<file path="src/rtl/fsts_pkg.sv">
// ----------------------------------------------------------------------------
// fsts_pkg
// shared codes, widths and controller/datapath interface types for the
// fixed-step tick scheduler
// ----------------------------------------------------------------------------
package fsts_pkg;

  localparam int unsigned TIME_W   = 64;
  localparam int unsigned REQ_W    = 4;
  localparam int unsigned ACT_W    = 2;
  localparam int unsigned RATE_W   = 10;
  localparam int unsigned BYTE_W   = 8;
  localparam int unsigned FRAC_W   = 17;
  localparam int unsigned TOTAL_W  = 32;
  localparam int unsigned CFG_IDX_W = 2;
  localparam int unsigned PERIOD_W = 10;

  localparam logic [REQ_W-1:0] REQ_RESET     = 4'd0;
  localparam logic [REQ_W-1:0] REQ_UPDATE    = 4'd1;
  localparam logic [REQ_W-1:0] REQ_DECIDE    = 4'd2;
  localparam logic [REQ_W-1:0] REQ_TICK_DONE = 4'd3;
  localparam logic [REQ_W-1:0] REQ_RENDER    = 4'd4;
  localparam logic [REQ_W-1:0] REQ_UNSCHED   = 4'd5;
  localparam logic [REQ_W-1:0] REQ_DRIFT     = 4'd6;
  localparam logic [REQ_W-1:0] REQ_EXCL_BEG  = 4'd7;
  localparam logic [REQ_W-1:0] REQ_EXCL_END  = 4'd8;
  localparam logic [REQ_W-1:0] REQ_FRACTION  = 4'd9;

  localparam logic [ACT_W-1:0] ACT_TICK   = 2'd0;
  localparam logic [ACT_W-1:0] ACT_IDLE   = 2'd1;
  localparam logic [ACT_W-1:0] ACT_RENDER = 2'd2;

  localparam logic [CFG_IDX_W-1:0] CFG_TICK_RATE = 2'd0;
  localparam logic [CFG_IDX_W-1:0] CFG_MAX_CATCH = 2'd1;
  localparam logic [CFG_IDX_W-1:0] CFG_GUARD     = 2'd2;
  localparam logic [CFG_IDX_W-1:0] CFG_UNCAPPED  = 2'd3;

  localparam logic [RATE_W-1:0] RATE_RESET  = 10'd30;
  localparam logic [BYTE_W-1:0] CATCH_RESET = 8'd5;
  localparam logic [BYTE_W-1:0] GUARD_RESET = 8'd2;
  localparam logic [BYTE_W-1:0] BYTE_MAX    = 8'hFF;

  localparam logic [FRAC_W-1:0] Q16_ONE = 17'h10000;

  typedef struct packed {
    logic capture;
    logic mul_hi;
    logic div_start;
    logic div_frac;
    logic off_store;
    logic n_prev;
    logic frac_prev;
    logic frac_diff;
    logic frac_class;
    logic frac_store;
    logic finish;
  } fsts_cmd_t;

  typedef struct packed {
    logic [REQ_W-1:0] req;
    logic             tc_zero;
    logic             div_done;
    logic             frac_need_div;
    logic             out_free;
  } fsts_stat_t;

endpackage

</file>
<file path="src/rtl/fixed_step_tick_scheduler_unit.sv">
// ----------------------------------------------------------------------------
// fixed_step_tick_scheduler_unit
// fixed-step tick scheduler: one event per transaction, one result each
// decide and fraction queries run the deadline offsets through the divider;
//   a fraction query skips them with no ticks yet and skips its final divide
//   when none is needed
// throughput: one transaction at a time, held by the bit-serial divider that
//   produces one quotient bit per cycle for each deadline offset, and by a stalled result
// reset: asynchronous active-low, loads register defaults and clears state
// ----------------------------------------------------------------------------
module fixed_step_tick_scheduler_unit import fsts_pkg::*; #(
  parameter int unsigned COUNT_BITS = 32
) (
  input  logic                     clk_i,
  input  logic                     rst_ni,
  input  logic                     in_valid_i,
  output logic                     in_ready_o,
  input  logic [REQ_W-1:0]         req_type_i,
  input  logic signed [TIME_W-1:0] now_ms_i,
  input  logic                     use_stored_time_i,
  output logic                     out_valid_o,
  input  logic                     out_ready_i,
  output logic [ACT_W-1:0]         action_o,
  output logic                     tick_due_o,
  output logic [FRAC_W-1:0]        fraction_q16_o,
  output logic                     error_o,
  output logic [TOTAL_W-1:0]       tick_total_o,
  output logic [TOTAL_W-1:0]       frame_total_o,
  input  logic                     cfg_we_i,
  input  logic [CFG_IDX_W-1:0]     cfg_idx_i,
  input  logic [RATE_W-1:0]        cfg_data_i
);

  fsts_cmd_t  cmd;
  fsts_stat_t stat;

  fsts_ctrl u_ctrl (
    .clk_i      (clk_i),
    .rst_ni     (rst_ni),
    .in_valid_i (in_valid_i),
    .in_ready_o (in_ready_o),
    .stat_i     (stat),
    .cmd_o      (cmd)
  );

  fsts_dp #(
    .COUNT_BITS (COUNT_BITS)
  ) u_dp (
    .clk_i             (clk_i),
    .rst_ni            (rst_ni),
    .cmd_i             (cmd),
    .stat_o            (stat),
    .req_type_i        (req_type_i),
    .now_ms_i          (now_ms_i),
    .use_stored_time_i (use_stored_time_i),
    .cfg_we_i          (cfg_we_i),
    .cfg_idx_i         (cfg_idx_i),
    .cfg_data_i        (cfg_data_i),
    .out_ready_i       (out_ready_i),
    .out_valid_o       (out_valid_o),
    .action_o          (action_o),
    .tick_due_o        (tick_due_o),
    .fraction_q16_o    (fraction_q16_o),
    .error_o           (error_o),
    .tick_total_o      (tick_total_o),
    .frame_total_o     (frame_total_o)
  );

  a_one_in_flight: assert property (@(posedge clk_i) disable iff (!rst_ni)
    in_valid_i && in_ready_o |=> !in_ready_o)
    else $error("second transaction taken while one is in flight");

  a_due_matches_action: assert property (@(posedge clk_i) disable iff (!rst_ni)
    out_valid_o |-> (tick_due_o == (action_o == ACT_TICK)))
    else $error("tick_due disagrees with action");

  a_error_idle: assert property (@(posedge clk_i) disable iff (!rst_ni)
    out_valid_o && error_o |-> (action_o == ACT_IDLE) && (fraction_q16_o == '0))
    else $error("error result carries a decision or fraction");

  a_frac_range: assert property (@(posedge clk_i) disable iff (!rst_ni)
    out_valid_o |-> fraction_q16_o <= Q16_ONE)
    else $error("fraction above one");

endmodule

</file>
<file path="src/rtl/fsts_div.sv">
// ----------------------------------------------------------------------------
// fsts_div
// bit-serial restoring divider, one quotient bit per cycle, divisor up to
// ten bits
// ----------------------------------------------------------------------------
module fsts_div import fsts_pkg::*; #(
  parameter int unsigned DW = 42
) (
  input  logic                clk_i,
  input  logic                rst_ni,
  input  logic                start_i,
  input  logic [DW-1:0]       dividend_i,
  input  logic [PERIOD_W-1:0] divisor_i,
  output logic                done_o,
  output logic [DW-1:0]       quotient_o
);

  localparam int unsigned CW = $clog2(DW);

  logic              busy_q, busy_d;
  logic              done_q, done_d;
  logic [CW-1:0]     cnt_q, cnt_d;
  logic [DW-1:0]     sh_q;
  logic [PERIOD_W-1:0] rem_q;
  logic [PERIOD_W-1:0] div_q;
  logic [PERIOD_W:0]   partial;
  logic                ge;
  logic [PERIOD_W-1:0] rem_next;
  logic                last;

  always_comb begin
    partial  = {rem_q, sh_q[DW-1]};
    ge       = partial >= {1'b0, div_q};
    rem_next = ge ? PERIOD_W'(partial - {1'b0, div_q}) : partial[PERIOD_W-1:0];
    last     = cnt_q == CW'(DW - 1);
  end

  always_comb begin
    busy_d = busy_q;
    done_d = 1'b0;
    cnt_d  = cnt_q;
    if (start_i) begin
      busy_d = 1'b1;
      cnt_d  = '0;
    end else if (busy_q) begin
      cnt_d = cnt_q + CW'(1);
      if (last) begin
        busy_d = 1'b0;
        done_d = 1'b1;
      end
    end
  end

  always_ff @(posedge clk_i or negedge rst_ni) begin
    if (!rst_ni) begin
      busy_q <= 1'b0;
      done_q <= 1'b0;
      cnt_q  <= '0;
    end else begin
      busy_q <= busy_d;
      done_q <= done_d;
      cnt_q  <= cnt_d;
    end
  end

  always_ff @(posedge clk_i) begin
    if (start_i) begin
      sh_q  <= dividend_i;
      rem_q <= '0;
      div_q <= divisor_i;
    end else if (busy_q) begin
      sh_q  <= {sh_q[DW-2:0], ge};
      rem_q <= rem_next;
    end
  end

  assign done_o     = done_q;
  assign quotient_o = sh_q;

endmodule

</file>
<file path="src/rtl/fsts_ctrl.sv">
// ----------------------------------------------------------------------------
// fsts_ctrl
// sequencing state machine: capture, deadline offsets, fraction steps and
// result write-back
// ----------------------------------------------------------------------------
module fsts_ctrl import fsts_pkg::*; (
  input  logic       clk_i,
  input  logic       rst_ni,
  input  logic       in_valid_i,
  output logic       in_ready_o,
  input  fsts_stat_t stat_i,
  output fsts_cmd_t  cmd_o
);

  localparam logic [3:0] S_IDLE    = 4'd0;
  localparam logic [3:0] S_DISP    = 4'd1;
  localparam logic [3:0] S_MUL_HI  = 4'd2;
  localparam logic [3:0] S_MUL_LO  = 4'd3;
  localparam logic [3:0] S_DIV     = 4'd4;
  localparam logic [3:0] S_F_PREV  = 4'd5;
  localparam logic [3:0] S_F_DIFF  = 4'd6;
  localparam logic [3:0] S_F_CLASS = 4'd7;
  localparam logic [3:0] S_F_DIV   = 4'd8;
  localparam logic [3:0] S_FINISH  = 4'd9;

  logic [3:0] state_q, state_d;
  logic       phase_q, phase_d;

  always_comb begin
    state_d = state_q;
    phase_d = phase_q;
    cmd_o   = '0;
    cmd_o.n_prev = phase_q;
    unique case (state_q)
      S_IDLE: begin
        if (in_valid_i) begin
          cmd_o.capture = 1'b1;
          state_d = S_DISP;
        end
      end
      S_DISP: begin
        phase_d = 1'b0;
        if (stat_i.req == REQ_DECIDE ||
            (stat_i.req == REQ_FRACTION && !stat_i.tc_zero)) begin
          state_d = S_MUL_HI;
        end else begin
          state_d = S_FINISH;
        end
      end
      S_MUL_HI: begin
        cmd_o.mul_hi = 1'b1;
        state_d = S_MUL_LO;
      end
      S_MUL_LO: begin
        cmd_o.div_start = 1'b1;
        state_d = S_DIV;
      end
      S_DIV: begin
        if (stat_i.div_done) begin
          cmd_o.off_store = 1'b1;
          if (stat_i.req == REQ_DECIDE) begin
            state_d = S_FINISH;
          end else if (!phase_q) begin
            phase_d = 1'b1;
            state_d = S_MUL_HI;
          end else begin
            state_d = S_F_PREV;
          end
        end
      end
      S_F_PREV: begin
        cmd_o.frac_prev = 1'b1;
        state_d = S_F_DIFF;
      end
      S_F_DIFF: begin
        cmd_o.frac_diff = 1'b1;
        state_d = S_F_CLASS;
      end
      S_F_CLASS: begin
        if (stat_i.frac_need_div) begin
          cmd_o.div_start = 1'b1;
          cmd_o.div_frac  = 1'b1;
          state_d = S_F_DIV;
        end else begin
          cmd_o.frac_class = 1'b1;
          state_d = S_FINISH;
        end
      end
      S_F_DIV: begin
        if (stat_i.div_done) begin
          cmd_o.frac_store = 1'b1;
          state_d = S_FINISH;
        end
      end
      S_FINISH: begin
        if (stat_i.out_free) begin
          cmd_o.finish = 1'b1;
          state_d = S_IDLE;
        end
      end
      default: begin
        state_d = S_IDLE;
      end
    endcase
  end

  always_ff @(posedge clk_i or negedge rst_ni) begin
    if (!rst_ni) begin
      state_q <= S_IDLE;
      phase_q <= 1'b0;
    end else begin
      state_q <= state_d;
      phase_q <= phase_d;
    end
  end

  assign in_ready_o = state_q == S_IDLE;

endmodule

</file>
<file path="src/rtl/fsts_dp.sv">
// ----------------------------------------------------------------------------
// fsts_dp
// datapath: configuration and scheduler state, deadline offset arithmetic,
// fraction computation and result register
// ----------------------------------------------------------------------------
module fsts_dp import fsts_pkg::*; #(
  parameter int unsigned COUNT_BITS = 32
) (
  input  logic                     clk_i,
  input  logic                     rst_ni,
  input  fsts_cmd_t                cmd_i,
  output fsts_stat_t               stat_o,
  input  logic [REQ_W-1:0]         req_type_i,
  input  logic signed [TIME_W-1:0] now_ms_i,
  input  logic                     use_stored_time_i,
  input  logic                     cfg_we_i,
  input  logic [CFG_IDX_W-1:0]     cfg_idx_i,
  input  logic [RATE_W-1:0]        cfg_data_i,
  input  logic                     out_ready_i,
  output logic                     out_valid_o,
  output logic [ACT_W-1:0]         action_o,
  output logic                     tick_due_o,
  output logic [FRAC_W-1:0]        fraction_q16_o,
  output logic                     error_o,
  output logic [TOTAL_W-1:0]       tick_total_o,
  output logic [TOTAL_W-1:0]       frame_total_o
);

  localparam int unsigned DW = COUNT_BITS + 10;

  // configuration
  logic [RATE_W-1:0] rate_q;
  logic [BYTE_W-1:0] max_catch_q;
  logic [BYTE_W-1:0] guard_q;
  logic              uncapped_q;

  // scheduler state
  logic [TIME_W-1:0]     last_time_q, last_time_d;
  logic [TIME_W-1:0]     time_base_q, time_base_d;
  logic [TIME_W-1:0]     excl_q, excl_d;
  logic [TIME_W-1:0]     exb_q, exb_d;
  logic [COUNT_BITS-1:0] tc_q, tc_d;
  logic [COUNT_BITS-1:0] fc_q, fc_d;
  logic [BYTE_W-1:0]     cu_q, cu_d;
  logic                  known_q, known_d;
  logic                  rendered_q, rendered_d;
  logic [BYTE_W-1:0]     nest_q, nest_d;

  // per-transaction work registers
  logic [REQ_W-1:0]    req_q;
  logic [TIME_W-1:0]   time_q;
  logic [TIME_W-1:0]   span_q;
  logic [DW-1:0]       mul_q;
  logic [TIME_W-1:0]   origin_q;
  logic [TIME_W-1:0]   off_a_q;
  logic [TIME_W-1:0]   off_b_q;
  logic [TIME_W-1:0]   prev_q;
  logic [TIME_W-1:0]   d_q;
  logic [PERIOD_W-1:0] period_q;
  logic [FRAC_W-1:0]   frac_q;

  // result register
  logic              out_valid_q;
  logic [ACT_W-1:0]  action_q;
  logic              due_q;
  logic [FRAC_W-1:0] frac_out_q;
  logic              err_q;

  logic [RATE_W-1:0]     rate_eff;
  logic [COUNT_BITS-1:0] n_sel;
  logic [DW-1:0]         n_ext;
  logic [DW-1:0]         div_dividend;
  logic [PERIOD_W-1:0]   div_divisor;
  logic                  div_done;
  logic [DW-1:0]         quotient;
  logic [TIME_W-1:0]     off_val;
  logic [TIME_W-1:0]     off_diff;
  logic [31:0]           due32;
  logic                  due_c;
  logic                  d_zero;
  logic                  d_neg;
  logic                  d_below;
  logic                  p_zero;
  logic [COUNT_BITS-1:0] tc_inc;
  logic [COUNT_BITS-1:0] fc_inc;
  logic [BYTE_W-1:0]     cu_inc;

  assign rate_eff = (rate_q == '0) ? RATE_W'(1) : rate_q;
  assign n_sel    = cmd_i.n_prev ? tc_q - COUNT_BITS'(1) : tc_q;
  assign n_ext    = DW'(n_sel);

  assign div_dividend = cmd_i.div_frac ? DW'({d_q[PERIOD_W-1:0], 16'h0000})
                                       : mul_q - (n_ext << 3);
  assign div_divisor  = cmd_i.div_frac ? period_q : rate_eff;
  assign off_val      = TIME_W'(quotient);
  assign off_diff     = off_a_q - off_b_q;

  fsts_div #(
    .DW (DW)
  ) u_div (
    .clk_i      (clk_i),
    .rst_ni     (rst_ni),
    .start_i    (cmd_i.div_start),
    .dividend_i (div_dividend),
    .divisor_i  (div_divisor),
    .done_o     (div_done),
    .quotient_o (quotient)
  );

  // tick due test on the low 32 bits
  always_comb begin
    due32 = origin_q[31:0] + off_a_q[31:0];
    due_c = (nest_q == '0) && ($signed(time_q[31:0]) > $signed(due32)) &&
            (cu_q <= max_catch_q) &&
            (rendered_q || (tc_q >= COUNT_BITS'(guard_q)));
  end

  always_comb begin
    d_zero  = d_q == '0;
    d_neg   = d_q[TIME_W-1];
    p_zero  = period_q == '0;
    d_below = d_q < TIME_W'(period_q);
  end

  assign tc_inc = (tc_q == '1) ? tc_q : tc_q + COUNT_BITS'(1);
  assign fc_inc = (fc_q == '1) ? fc_q : fc_q + COUNT_BITS'(1);
  assign cu_inc = (cu_q == BYTE_MAX) ? cu_q : cu_q + BYTE_W'(1);

  always_comb begin
    last_time_d = last_time_q;
    time_base_d = time_base_q;
    excl_d      = excl_q;
    exb_d       = exb_q;
    tc_d        = tc_q;
    fc_d        = fc_q;
    cu_d        = cu_q;
    known_d     = known_q;
    rendered_d  = rendered_q;
    nest_d      = nest_q;
    if (cmd_i.finish) begin
      case (req_q)
        REQ_RESET: begin
          last_time_d = time_q;
          time_base_d = time_q;
          excl_d      = '0;
          exb_d       = '0;
          tc_d        = '0;
          fc_d        = '0;
          cu_d        = '0;
          known_d     = 1'b0;
          rendered_d  = 1'b1;
          nest_d      = '0;
        end
        REQ_UPDATE: begin
          if (!known_q) begin
            time_base_d = time_q;
            known_d     = 1'b1;
          end
          last_time_d = time_q;
        end
        REQ_TICK_DONE: begin
          tc_d       = tc_inc;
          rendered_d = 1'b0;
          cu_d       = cu_inc;
        end
        REQ_RENDER: begin
          fc_d       = fc_inc;
          rendered_d = 1'b1;
          cu_d       = '0;
        end
        REQ_UNSCHED: begin
          tc_d = tc_inc;
          fc_d = fc_inc;
        end
        REQ_DRIFT: begin
          cu_d   = '0;
          excl_d = '0;
        end
        REQ_EXCL_BEG: begin
          if (nest_q != BYTE_MAX) begin
            if (nest_q == '0) begin
              exb_d = time_q;
            end
            nest_d = nest_q + BYTE_W'(1);
          end
        end
        REQ_EXCL_END: begin
          if (nest_q != '0) begin
            nest_d = nest_q - BYTE_W'(1);
            if (nest_q == BYTE_W'(1)) begin
              excl_d      = excl_q + span_q;
              exb_d       = '0;
              last_time_d = time_q;
            end
          end
        end
        default: begin
        end
      endcase
    end
  end

  always_ff @(posedge clk_i or negedge rst_ni) begin
    if (!rst_ni) begin
      rate_q      <= RATE_RESET;
      max_catch_q <= CATCH_RESET;
      guard_q     <= GUARD_RESET;
      uncapped_q  <= 1'b0;
    end else if (cfg_we_i) begin
      unique case (cfg_idx_i)
        CFG_TICK_RATE: rate_q      <= cfg_data_i;
        CFG_MAX_CATCH: max_catch_q <= cfg_data_i[BYTE_W-1:0];
        CFG_GUARD:     guard_q     <= cfg_data_i[BYTE_W-1:0];
        CFG_UNCAPPED:  uncapped_q  <= cfg_data_i[0];
        default: begin
        end
      endcase
    end
  end

  always_ff @(posedge clk_i or negedge rst_ni) begin
    if (!rst_ni) begin
      last_time_q <= '0;
      time_base_q <= '0;
      excl_q      <= '0;
      exb_q       <= '0;
      tc_q        <= '0;
      fc_q        <= '0;
      cu_q        <= '0;
      known_q     <= 1'b0;
      rendered_q  <= 1'b1;
      nest_q      <= '0;
      out_valid_q <= 1'b0;
    end else begin
      last_time_q <= last_time_d;
      time_base_q <= time_base_d;
      excl_q      <= excl_d;
      exb_q       <= exb_d;
      tc_q        <= tc_d;
      fc_q        <= fc_d;
      cu_q        <= cu_d;
      known_q     <= known_d;
      rendered_q  <= rendered_d;
      nest_q      <= nest_d;
      if (cmd_i.finish) begin
        out_valid_q <= 1'b1;
      end else if (out_ready_i) begin
        out_valid_q <= 1'b0;
      end
    end
  end

  always_ff @(posedge clk_i) begin
    if (cmd_i.capture) begin
      req_q  <= req_type_i;
      time_q <= (req_type_i == REQ_DECIDE && use_stored_time_i) ? last_time_q
                                                                  : now_ms_i;
      span_q <= now_ms_i - exb_q;
      frac_q <= Q16_ONE;
    end
    if (cmd_i.mul_hi) begin
      mul_q    <= (n_ext << 10) - (n_ext << 4);
      origin_q <= time_base_q + excl_q;
    end
    if (cmd_i.off_store) begin
      if (cmd_i.n_prev) begin
        off_b_q <= off_val;
      end else begin
        off_a_q <= off_val;
      end
    end
    if (cmd_i.frac_prev) begin
      prev_q   <= origin_q + off_b_q;
      period_q <= off_diff[PERIOD_W-1:0];
    end
    if (cmd_i.frac_diff) begin
      d_q <= time_q - prev_q;
    end
    if (cmd_i.frac_class) begin
      frac_q <= (!p_zero && (d_zero || d_neg)) ? '0 : Q16_ONE;
    end
    if (cmd_i.frac_store) begin
      frac_q <= quotient[FRAC_W-1:0];
    end
    if (cmd_i.finish) begin
      due_q      <= (req_q == REQ_DECIDE) && due_c;
      err_q      <= (req_q == REQ_EXCL_END) && (nest_q == '0);
      frac_out_q <= (req_q == REQ_FRACTION) ? frac_q : '0;
      if (req_q == REQ_DECIDE) begin
        if (due_c) begin
          action_q <= ACT_TICK;
        end else if (rendered_q && !uncapped_q) begin
          action_q <= ACT_IDLE;
        end else begin
          action_q <= ACT_RENDER;
        end
      end else begin
        action_q <= ACT_IDLE;
      end
    end
  end

  if (COUNT_BITS > TOTAL_W) begin : g_total_sat
    assign tick_total_o  = (|tc_q[COUNT_BITS-1:TOTAL_W]) ? '1 : tc_q[TOTAL_W-1:0];
    assign frame_total_o = (|fc_q[COUNT_BITS-1:TOTAL_W]) ? '1 : fc_q[TOTAL_W-1:0];
  end else begin : g_total_ext
    assign tick_total_o  = TOTAL_W'(tc_q);
    assign frame_total_o = TOTAL_W'(fc_q);
  end

  assign stat_o.req           = req_q;
  assign stat_o.tc_zero       = tc_q == '0;
  assign stat_o.div_done      = div_done;
  assign stat_o.frac_need_div = !p_zero && !d_zero && !d_neg && d_below;
  assign stat_o.out_free      = !out_valid_q || out_ready_i;

  assign out_valid_o    = out_valid_q;
  assign action_o       = action_q;
  assign tick_due_o     = due_q;
  assign fraction_q16_o = frac_out_q;
  assign error_o        = err_q;

endmodule

</file>
<file path="config.mk">
export PLATFORM = sky130hd
export DESIGN_NAME = fixed_step_tick_scheduler_unit
export DESIGN_NICKNAME = d
export VERILOG_FILES = /design/src/rtl/fsts_pkg.sv /design/src/rtl/fixed_step_tick_scheduler_unit.sv /design/src/rtl/fsts_div.sv /design/src/rtl/fsts_ctrl.sv /design/src/rtl/fsts_dp.sv
export SDC_FILE = /design/constraint.sdc
export NUM_CORES = 2
export LEC_CHECK = 0
export BUFFER_PORTS_ARGS = -buffer_cell sky130_fd_sc_hd__buf_2
export CORE_MARGIN = 2
export CORE_UTILIZATION = 58
export CTS_CLUSTER_DIAMETER = 60
export DETAILED_ROUTE_END_ITERATION = 10
export PLACE_DENSITY = 0.84
export SLEW_MARGIN = 20
export SYNTH_ARGS = -nofsm -noshare
export SYNTH_HDL_FRONTEND = slang
export SYNTH_SLANG_ARGS = --single-unit
</file>
<file path="constraint.sdc">
create_clock -name clk_i -period 8.5 [get_ports clk_i]
set_input_delay 0.425 -clock clk_i [delete_from_list [all_inputs] [get_ports clk_i]]
set_output_delay 0.425 -clock clk_i [all_outputs]
set_load 0.01 [all_outputs]
</file>
### Word level (Yosys, flattened, before mapping)

Index checks and enable logic that the tools add are counted.

| word-level totals | value |
|---|---|
| register bits after elaboration | 929 |
| output and inout bits | 87 |

| operators by class | value |
|---|---|
| $add $sub $neg | 17 |
| order comparisons | 5 |
| equality and inequality tests | 41 |
| mux-type cells | 75 |
| bitwise operators | 2 |
| reduce and logical (&&, ||, !) cells | 68 |

Operator list:

| cell | count |
|---|---|
| 2-to-1 mux 64 bit | 10 |
| case mux 64 bit (2 select lines) | 3 |
| case mux 64 bit (3 select lines) | 1 |
| adder 64 bit | 2 |
| case mux 32 bit (2 select lines) | 2 |
| subtractor 64 bit | 2 |
| 2-to-1 mux 42 bit | 3 |
| 2-to-1 mux 32 bit | 3 |
| 2-to-1 mux 17 bit | 4 |
| adder 32 x 1 -> 32 bit (second input constant) | 2 |
| adder 64 x 42 -> 64 bit | 1 |
| equality test 32 bit (second input constant) | 2 |
| zero test 64 bit | 1 |
| < comparator 64 x 10 -> 1 bit | 1 |
| subtractor 42 x 35 -> 42 bit | 1 |
| subtractor 42 x 36 -> 42 bit | 1 |
| case mux 4 bit (10 select lines) | 1 |
| adder 32 bit | 1 |
| equality test 4 x 3 -> 1 bit (second input constant) | 8 |
| greater-or-equal comparator 32 x 8 -> 1 bit | 1 |
| greater-than comparator 32 bit | 1 |
| zero test 32 bit | 1 |
| subtractor 32 x 1 -> 32 bit (second input constant) | 1 |
| 2-to-1 mux 10 bit | 3 |
| 43 further kinds | 152 |

### Depth between registers and ports, before layout

| logic depth | value |
|---|---|
| depth after elaboration | 9 |
| mapped depth | 23 |
| depth with buffers taken out | 23 |

### Modules after synthesis

Synthesis repeated with hierarchy kept, for this count alone.

| second synthesis, totals | value |
|---|---|
| cells, all modules | 5763 |
| area, all modules | 58647.5 µm² |

Modules (own cells, without submodules):

| module | times used | cells each | area an instance (µm²) |
|---|---|---|---|
| fsts_dp | 1 | 5425 | 54562.3 |
| fsts_div | 1 | 267 | 3524.6 |
| fsts_ctrl | 1 | 71 | 560.5 |

### Least setup slack after synthesis

Ideal clock, no wire load.

| timing | value |
|---|---|
| path type | flip-flop to flip-flop |
| start | reg u_ctrl.state_q[1] |
| end | reg u_dp.mul_q[10] (enable) |
| setup time | 688 ps |
| data arrival time | 7666 ps |
| setup slack | 146 ps |
| cell stages (with the launch flop) | 4 |
| buffers on the path | 1 |
| cell sequence | dfrtp_1 > clkbuf_1 > nand2b_1 > nor3_1 |

| on the way | value |
|---|---|
| word-level cells in the longest chain between the ends | 2 |

RTL lines:

| item | line | text |
|---|---|---|
| start: declaration | fsts_ctrl.sv:26 | `logic [3:0] state_q, state_d;` |
| start signal: assignment | fsts_ctrl.sv:112 | `state_q <= state_d;` |
| equality test 4 x 2 -> 1 bit | fsts_ctrl.sv:34 | `unique case (state_q)` |
| 2-to-1 mux 1 bit | fsts_ctrl.sv:34 |  |
| end signal: assignment | fsts_dp.sv:262 | `mul_q <= (n_ext << 10) - (n_ext << 4);` |
| end: declaration | fsts_dp.sv:53 | `logic [DW-1:0] mul_q;` |

No other way between the ends.
A chain may end at the register's enable or synchronous reset.

### Final worst setup path

| timing | value |
|---|---|
| start | reg u_dp.off_a_q[0] |
| end | reg u_dp.action_q[0], in the netlist u_dp.action_o[0] (data pin) |

| on the way | value |
|---|---|
| word-level cells in the longest chain between the ends | 6 |

RTL lines:

| item | line | text |
|---|---|---|
| start: declaration | fsts_dp.sv:55 | `logic [TIME_W-1:0] off_a_q;` |
| start signal: assignment | fsts_dp.sv:269 | `off_a_q <= off_val;` |
| adder 32 bit | fsts_dp.sv:112 | `due32 = origin_q[31:0] + off_a_q[31:0];` |
| greater-than comparator 32 bit | fsts_dp.sv:113 | `due_c = (nest_q == '0) && ($signed(time_q[31:0]) > $signed(due32)) &&` |
| logical AND 1 bit (2 in series) | fsts_dp.sv:113 |  |
| logical AND 1 bit | fsts_dp.sv:114 | `(cu_q <= max_catch_q) &&` |
| 2-to-1 mux 1 bit | fsts_dp.sv:290 | `if (due_c) begin` |
| end signal: assignment | fsts_dp.sv:291 | `action_q <= ACT_TICK;` |
| end signal: assignment | fsts_dp.sv:293 | `action_q <= ACT_IDLE;` |
| end signal: assignment | fsts_dp.sv:295 | `action_q <= ACT_RENDER;` |
| end: declaration | fsts_dp.sv:64 | `logic [ACT_W-1:0] action_q;` |

No other way between the ends.

==> summary.md <==
| Metric | Value |
|---|---|
| Placed instance count | 7366 |
| P_leak | 28.2 nW |
| Max-Cap Viols | 0 |
| Worst hold path startpoint | now_ms_i[8] |
| Final hold vios | 0 |
| Final Cell Area | 65500 um2 |
| Remaining antenna violation count | 0 |
| Register bit total from synthesis | 925 |
| Unique masters post-synth | 114 |
| Tcrit/Tclk final | 65.7% |
| Worst Hold Class | input port to flop |
| Cells after synthesis | 6012 |
| Post-Synth XOR/XNOR Area | 7.13% |
| Fin crit period | 5.58 ns |
| Top-area cell type share of the netlist area | 26.9% |
| Clk Latency, worst-skew pair | 0.70 ns |
| CP peak stage delay | 0.58 ns |
| Worst R2R Path Depth | 22 |
| Share of cells above drive strength 1 | 11.3% |
| Core Rows | 117 |
| Buffers and inverters on the worst path | 1 |
| Final core utilization | 64.2% |
| WP data arrival | 6.00 ns |
| Total gr overflow | 0 |
| TNS Setup | 0 ns |
| Average routed wire per standard cell | 22.7 um |
| Post-DP HPWL | 131000 um |
| Via Count | 48300 |
| Worst slack, placed | 2.91 ns |
| Critical Path RT | 8.92 ns |
| I/O pin count | 173 |
| Outcome | finished clean |
| Fmax | 179 MHz |
| WHS Endpoint | u_dp.time_q[8] |
| Leading post-synthesis cells by cell area | edfxtp_1, dfrtp_1, ha_1, mux2_2, xnor2_1 |
| Post-synth top cells | nand2_1, edfxtp_1, ha_1 |
| Num CTS Buffers | 99 |
| Largest family of logic cells by synthesized area | compound AO/OA/AOI/OAI gates |
| Setup Fix Bufs, Post-CTS | 0 |
| Initial antenna violation count | 12 |
| Number of synthesized flops with an enable pin | 536 |
| CP Cell Sequence | ha_1 -> inv_1 -> fa_1 -> nor2b_1 -> o21a_1 -> o21a_1 -> o21a_1 -> a2111oi_2 -> o32ai_1 -> a21oi_1 -> nor2_1 -> a2111oi_0 -> a311oi_1 -> ha_1 -> nand4_1 -> nor2_1 -> and3_1 -> o21ai_0 -> o21ai_0 -> or4_1 -> a21oi_1 -> o21ai_0 |
| Adder-cell share of the synthesized area | 10.1% |
| Hold Path Depth | 2 |
| Clock sink total | 925 |
| Vias in the first global route | 45200 |
| R2R Path End | u_dp.action_o[0] |
| Mapped cell area | 59800 um2 |
| Mux contribution to synthesized area | 4.27% |
| Total wire length | 171000 um |
| Critical path class | flop to flop |
| Worst-Margin Slew | 1.12 ns |
| Starting Density | 58.6% |
| Die footprint | 106000 um2 |
| Setup slack, reg-to-reg | 2.92 ns |
| Post-DP Area | 61800 um2 |
| Largest net degree at the start of global routing | 162 |
| Worst Path Max Fanout | 4 |
| Layout Skew | 0.0352 ns |
| Clk buf depth | 3 |
| Fraction of the yosys area taken by sequential cells | 43.2% |
| First drt pass iteration count | 6 |
| RSZ-0062 raised after global routing | no |
| Die Wd | 325 um |
| Yosys warning count | 0 |
| Post-Syn Area per Cell | 9.94 um2 |
| Non-Filler Instances | 7564 |
| Max-slew headroom | 24.7% |
| Final Max Slew Viols | 0 |
| Clock slew at reported path FFs | 0.06 ns |
| Synth Area in Simple Gates | 13.6% |
| CTS tree | done |
| GR Util All Layers | 31.7% |
| Crit path max-delay cell type | a2111oi_2 |
| Endpoint type of the worst setup path | flop |
| Synth Area in Compound Gates | 18.1% |
| Post-Syn Nets | 6577 |
| CTS Root Cell | clkbuf_16 |
| Gpl congestion | 0.972 |
| Crit start category | flop |
| First DRT Iteration DRCs | 5578 |
| Crit path max-delay family | compound AO/OA/AOI/OAI gates |
| Reg-to-Reg Start | u_dp.off_a_q[0] |
| Final setup viols | 0 |
| Final worst slack | 2.92 ns |
| First-pass GRT wire length | 263000 um |
| Die H | 325 um |
| Post-synth ARST share | 41.0% |
| Number of port buffers | 172 |
| Via-to-Cell Ratio | 6.39 |
| Most frequent cell after synthesis | nand2_1 |
| Layout area overhead | 9.55% |
| Core box area | 102000 um2 |
| H-Tree Depth | 3 |
| Final net count | 6673 |
| Peak VDD IR | 209 uV |
| Largest area contributor in the netlist | edfxtp_1 |
| Main synth FF type | edfxtp_1 |
| PD cells | 258 nW/um2 |
| # DRC | 0 |
[cells by family after synthesis]
group,count (synthesis)
AOI/OAI and AO/OA,1661
xor gates and xnor gates,485
adders and majority gates,479
buffers and inverters,557
DFF,925
muxes,228
and+or+nand+nor,1677
[report_power, final]
group	internal, mW	leakage (nW)	switching [mW]
clock network	2.68	1.71	1.94
registers	5.96	10.1	0.929
logic	2.18	16.4	3.23
[stage by stage]
step	total power, mW	hold WS [ns]
global route	17.7	0.0710
finish	16.9	0.0671
floorplan	10.5	0.129
global placement	12.0	0.444
detailed placement	12.2	0.462
CTS	16.8	0.0392
[layout make-up]
type	instances	area, um2
Fill cell	7965	36600
Multi-Input combinational cell	4530	31900
Sequential cell	925	25800
Clock buffer	131	2780
Tap cell	1368	1710
Timing Repair Buffer	220	1300
Inverter	332	1250
Clock inverter	57	713
Antenna cell	1	2.50
[cell usage in the layout (no fill, tap or decap), drive strengths merged, types with 13 or more instances in the layout]
cell type  count
nor3          69
clkinv        30
edfxtp       536
a21o         273
a211o         13
o31ai         44
nor4          50
a21boi        22
nand3        182
or2           16
o21ai        405
or3           30
inv          345
a31oi         65
xnor2        270
ha           470
a211oi        33
nor2         362
and2          58
mux2         216
nand2        550
nor2b         66
dfrtp        371
o21bai        64
o31a          13
a41oi         18
a21oi        439
and4          18
nand2b        60
o21a          58
nand4        101
xor2         215
clkbuf       131
and3          64
o211ai        43
buf          213
[registers in the layout (all words and copies together), names as in the netlist, 32 cells and up]
name	flops
u_dp.exb_q	64
u_dp.mul_q	38
u_dp.last_time_q	64
u_dp.time_q	64
u_dp.origin_q	64
u_dp.span_q	64
u_dp.u_div.quotient_o	42
u_dp.off_b_q	42
u_dp.d_q	64
u_dp.frame_total_o	32
u_dp.time_base_q	64
u_dp.prev_q	64
u_dp.off_a_q	32
u_dp.excl_q	64
u_dp.tick_total_o	32
[how the worst max path moves through the flow]
stage | startpoint | end | slack (ns) | cells past startpoint
3_3_place_gp | u_dp.off_a_q[0] | u_dp.action_o[0] | 3.02 | 22
3_5_place_dp | u_dp.off_a_q[0] | u_dp.action_o[0] | 2.91 | 22
2_1_floorplan | u_ctrl.state_q[1] | u_dp.mul_q[10] | 0.15 | 3
5_1_grt | u_dp.off_a_q[0] | u_dp.action_o[0] | 2.61 | 22
4_1_cts | u_dp.off_a_q[0] | u_dp.action_o[0] | 2.92 | 22
6_report | u_dp.off_a_q[0] | u_dp.action_o[0] | 2.92 | 22
[metal layers]
layer	GRT usage, %	share of wire [%]
met3	7.23	12
met4	9.13	2.9
met5	0	0.047
met1	47.9	44
met2	45.4	41
[what timing repair did]
item / in CTS / in global routing
resized for setup: 0 / 0
hold buffers: 7 / 0
hold endpoints to repair: 99 / 0
(Power assumes the default switching activity.)
